`config.mk`:
```
export PLATFORM = sky130hd
export DESIGN_NAME = iplpr_ram
export DESIGN_NICKNAME = d
export VERILOG_FILES = /design/src/rtl/core/iplpr_ram.sv
export SDC_FILE = /design/constraint.sdc
export NUM_CORES = 1
export LEC_CHECK = 0
export ABC_AREA = 0
export BUFFER_PORTS_ARGS = -buffer_cell sky130_fd_sc_hd__clkbuf_2
export CORE_MARGIN = 5
export CORE_UTILIZATION = 50
export CTS_CLUSTER_DIAMETER = 100
export DETAILED_ROUTE_END_ITERATION = 10
export PLACE_DENSITY = 0.68
export RECOVER_POWER = 50
export SETUP_SLACK_MARGIN = 0.2
export SYNTH_ARGS = -nofsm -noshare
export SYNTH_HDL_FRONTEND = slang
export SYNTH_SLANG_ARGS = --single-unit
```
`constraint.sdc`:
```
create_clock -name i_clk -period 2.8 [get_ports i_clk]
set_input_delay 0.56 -clock i_clk [delete_from_list [all_inputs] [get_ports i_clk]]
set_output_delay 0.56 -clock i_clk [all_outputs]
set_load 0.1 [all_outputs]
```
`src/rtl/core/iplpr_ram.sv`:
```
// Generic single-write, single-read RAM with a registered read port.
// Used for the route table; depends on nothing.
module iplpr_ram #(
    parameter int WIDTH = 8,
    parameter int DEPTH = 64
) (
    input  logic                                   i_clk,
    input  logic                                   i_we,
    input  logic [(DEPTH > 1 ? $clog2(DEPTH) : 1)-1:0] i_waddr,
    input  logic [WIDTH-1:0]                       i_wdata,
    input  logic                                   i_re,
    input  logic [(DEPTH > 1 ? $clog2(DEPTH) : 1)-1:0] i_raddr,
    output logic [WIDTH-1:0]                       o_rdata
);

    logic [WIDTH-1:0] r_mem [DEPTH];
    logic [WIDTH-1:0] r_rdata;

    always_ff @(posedge i_clk) begin
        if (i_we) begin
            r_mem[i_waddr] <= i_wdata;
        end
        if (i_re) begin
            r_rdata <= r_mem[i_raddr];
        end
    end

    assign o_rdata = r_rdata;

endmodule

```
==> impl_results.rst <==
.. list-table::
   :header-rows: 1

   * - Metric
     - Value
   * - Initial standard-cell utilization of the core
     - 50.7%
   * - Fraction of final layout cells sized beyond drive strength 1
     - 32.5%
   * - Post-CTS Hold Buffers
     - 0
   * - Setup violation total in the final timing report
     - 0
   * - Number of synthesis warnings
     - 0
   * - Vias after detailed routing
     - 10100
   * - Total placed instance area
     - 0.0220 mm2
   * - Final Max Slew Viols
     - 85
   * - Transition time of the tightest slew-check pin
     - 2.25 ns
   * - HPWL after DPL
     - 29500 um
   * - DP Cell Count
     - 1587
   * - Count of buffers inserted at the top-level ports
     - 30
   * - Clock tree from TritonCTS
     - built
   * - Slowest-stage cell, CP
     - sky130_fd_sc_hd__clkbuf_1
   * - Share of the clock period used by the worst path
     - 82.0%
   * - Gates resized, CTS repair
     - 0
   * - Mapped Area
     - 0.0202 mm2
   * - Global route hottest layer
     - met2
   * - Delay-heaviest family, CP
     - buffers and inverters
   * - Sequential cell area fraction in the yosys report
     - 77.1%
   * - Finished Layout Cells
     - 1681
   * - Antenna cells
     - 0
   * - Maximum cell stage delay along the critical path
     - 1.57 ns
   * - Post-layout minimum cycle time
     - 2.30 ns
   * - Category of the worst setup path capture point
     - flop
   * - Met2 track demand over resource in global routing
     - 31.8%
   * - Worst Setup Start Kind
     - primary input
   * - Clock slew at reported path FFs
     - 0.06 ns
   * - Static Leak
     - 7.69 nW
   * - Die area
     - 0.0446 mm2
   * - Ratio of total power to cell area
     - 713 mW/mm2
   * - Largest clock skew in the final design
     - 0.0128 ns
   * - Number of sinks on the clock net
     - 520
   * - Number of maximum-capacitance constraint violations
     - 2
   * - Worst rel slew slack
     - -50.1%
   * - Highest ir drop seen on vdd
     - 0.601 mV
   * - Fraction of the mapped netlist area in compound gates
     - 2.06%
   * - Number of buffer and inverter stages on the critical path
     - 2
   * - Violations in the final reports
     - capacitance limit, slew limit
   * - Cells traversed along the worst timing path
     - clkbuf_1 -> clkbuf_2
   * - Std-Cell Core Area
     - 0.0399 mm2
   * - Overall Global Routing Usage
     - 20.7%
   * - Critical path class
     - primary input to flop
   * - Worst setup slack before clock tree synthesis
     - -0.0500 ns
   * - Number of rows created at floorplan
     - 73
   * - Via count of the first global-routing pass
     - 10400
   * - Final critical-path setup slack
     - 0.505 ns
   * - Multiplexer area fraction after synthesis
     - 15.9%
   * - Routed len/inst
     - 27.0 um
   * - Root buffer selected by CTS
     - sky130_fd_sc_hd__clkbuf_16
   * - Adder-cell share of the synthesized area
     - 0%
   * - Final-stage net count
     - 1137
   * - Largest net degree at the start of global routing
     - 65
   * - Layout-stage area growth over the synthesis result
     - 17.2%
   * - Drt initial violations
     - 1133
   * - Via-to-Cell Ratio
     - 6.02
   * - Placer congestion estimate
     - 0.852
   * - Initial antenna violation count
     - 0
   * - DRT Wirelength
     - 45300 um
   * - Number of H-tree branching levels
     - 2
   * - Xor/xnor cell area share of the yosys netlist
     - 0%
   * - Yosys reg bits
     - 520
   * - Class of the worst hold path
     - primary input to flop
   * - Maximum clock rate
     - 436 MHz
   * - Total non-filler cell area in the finished layout
     - 0.0237 mm2
   * - Clk buf depth
     - 3
   * - Number of buffers inserted during clock tree synthesis
     - 50
   * - Setup repair after global routing missed its margin
     - no
   * - Height of the die
     - 211 um
   * - Detailed Routing Iterations Pass 1
     - 4
   * - Filler instances
     - 2777
   * - DRC viols
     - 0
   * - Peak fanout along the critical path
     - 50
   * - Clock latency of the later-clocked register in the worst-skew pair
     - 0.59 ns
   * - Count of distinct cell types in the synthesized netlist
     - 39
   * - Die width
     - 211 um
   * - Avg Inst Size Synth
     - 21.5 um2
   * - Critical Path AT
     - 2.67 ns
   * - Dominant combinational cell family by area after synthesis
     - multiplexers
   * - Met1 global-route usage
     - 30.8%
   * - Met3 Use GR
     - 3.80%
   * - Required time of the critical path
     - 3.17 ns
   * - Synth Net Count
     - 963
   * - Number of top-level design ports
     - 31
   * - Wire length of the first global-routing pass
     - 68100 um
   * - Cells after Synth
     - 940
   * - Fin. Hold Viols
     - 0
   * - Most common cell after layout, fill and taps aside
     - sky130_fd_sc_hd__edfxtp_1
   * - Outcome
     - finished, violations left
   * - Most frequent cells in the layout
     - sky130_fd_sc_hd__edfxtp_1, sky130_fd_sc_hd__mux4_2, sky130_fd_sc_hd__buf_4
   * - Simple-gate share of the synthesized area
     - 3.37%
   * - Postcts setup bufs
     - 0
   * - Total congestion overflow
     - 0
   * - Number of antenna-violating nets in the routed design
     - 0
[per-stage QoR]
stage / utilization [%] / hold slack (ns) / TNS, ns / total power [W]
after floorplan: - / 0.659 / 0 / 0.00935
after global placement: 55.1 / 0.889 / -0.0872 / 0.00975
final: 59.4 / 0.549 / 0 / 0.0169
after global routing: 59.4 / 0.542 / 0 / 0.0174
after detailed placement: 55.1 / 0.915 / -0.0720 / 0.00977
after CTS: 59.6 / 0.421 / 0 / 0.0170
[layer usage]
metal | vias up | wire [um]
met4 | 0 | 1270
met3 | 85 | 3370
li1 | 4288 | -
met2 | 427 | 21600
met5 | - | 0
met1 | 5328 | 19100
[flip-flops by register name (all words and copies together) (netlist names)]
signal and flops:
o_rdata 8, r_mem 512
[worst reg2reg max path, delay by kind of cell (launching register included)]
kind / cells / cell delay, ns
AO/OA/AOI/OAI: 2 / 0.42
AND/OR/NAND/NOR: 1 / 0.36
multiplexers: 2 / 0.74
flip-flops: 1 / 0.37
[cell type report]
type	instances	area, um2	share of cell area, %
clock buffer	57	1340	5.65
clock inverter	37	468	1.97
multi-input combinational	369	4320	18.2
sequential	520	15600	65.8
tap	525	657	2.77
timing repair buffer	173	1330	5.59
[synth_stat cells]
cell type	number	area share, %
sky130_fd_sc_hd__nand4b_1	1	0.043
sky130_fd_sc_hd__edfxtp_1	520	77
sky130_fd_sc_hd__nor3_1	7	0.17
sky130_fd_sc_hd__nand4_1	2	0.062
sky130_fd_sc_hd__o21ai_0	2	0.049
sky130_fd_sc_hd__nor2b_1	14	0.43
sky130_fd_sc_hd__o21ai_1	2	0.049
sky130_fd_sc_hd__a211oi_1	4	0.15
sky130_fd_sc_hd__o41ai_1	2	0.087
sky130_fd_sc_hd__o21a_1	2	0.074
sky130_fd_sc_hd__mux2_2	13	0.72
sky130_fd_sc_hd__o32ai_1	2	0.087
sky130_fd_sc_hd__o221ai_1	8	0.35
sky130_fd_sc_hd__o22ai_1	8	0.25
sky130_fd_sc_hd__o2bb2ai_1	3	0.13
sky130_fd_sc_hd__a22oi_1	3	0.11
sky130_fd_sc_hd__buf_12	2	0.20
sky130_fd_sc_hd__a31oi_1	1	0.031
sky130_fd_sc_hd__nand3b_1	3	0.11
sky130_fd_sc_hd__buf_4	13	0.48
sky130_fd_sc_hd__nor2_1	83	1.5
sky130_fd_sc_hd__a2111oi_0	2	0.087
sky130_fd_sc_hd__mux2i_1	23	1.1
sky130_fd_sc_hd__mux4_2	126	14
sky130_fd_sc_hd__and2_1	1	0.031
sky130_fd_sc_hd__o2111ai_1	3	0.13
sky130_fd_sc_hd__o221a_2	2	0.11
sky130_fd_sc_hd__buf_2	11	0.27
sky130_fd_sc_hd__buf_6	4	0.22
sky130_fd_sc_hd__o311ai_1	1	0.043
sky130_fd_sc_hd__buf_1	4	0.074
sky130_fd_sc_hd__a221oi_1	6	0.26
sky130_fd_sc_hd__a21oi_1	3	0.074
sky130_fd_sc_hd__nand2_1	19	0.35
sky130_fd_sc_hd__nor4_1	2	0.062
sky130_fd_sc_hd__nand3_1	13	0.32
sky130_fd_sc_hd__or3_1	1	0.031
sky130_fd_sc_hd__nand2b_1	7	0.22
sky130_fd_sc_hd__clkbuf_1	17	0.32
[power by group]
group	switching [W]	total [W]	internal, W
Combinational	0.000581	0.000936	0.000355
Clock	0.00286	0.00731	0.00445
Sequential	0.0000238	0.00866	0.00864
Total	0.00346	0.0169	0.0134
[worst paths after layout]
path	cells after the start	startpoint	endpoint	slack (ns)
min	1	i_wdata[5]	r_mem[0][5]	0.55
max	2	i_wdata[4]	r_mem[36][4]	0.50
min reg2reg	3	r_mem[26][6]	o_rdata[6]	0.95
max reg2reg	5	r_mem[21][4]	o_rdata[4]	0.66
[kinds of logic (layout without fill, tap and decap cells)]
kind of cell	Yosys count	after routing
buf+inv	51	267
mux	162	162
compound gates	54	54
flops	520	520
simple gates	153	153
No activity file was read; power rests on OpenSTA's default activity.
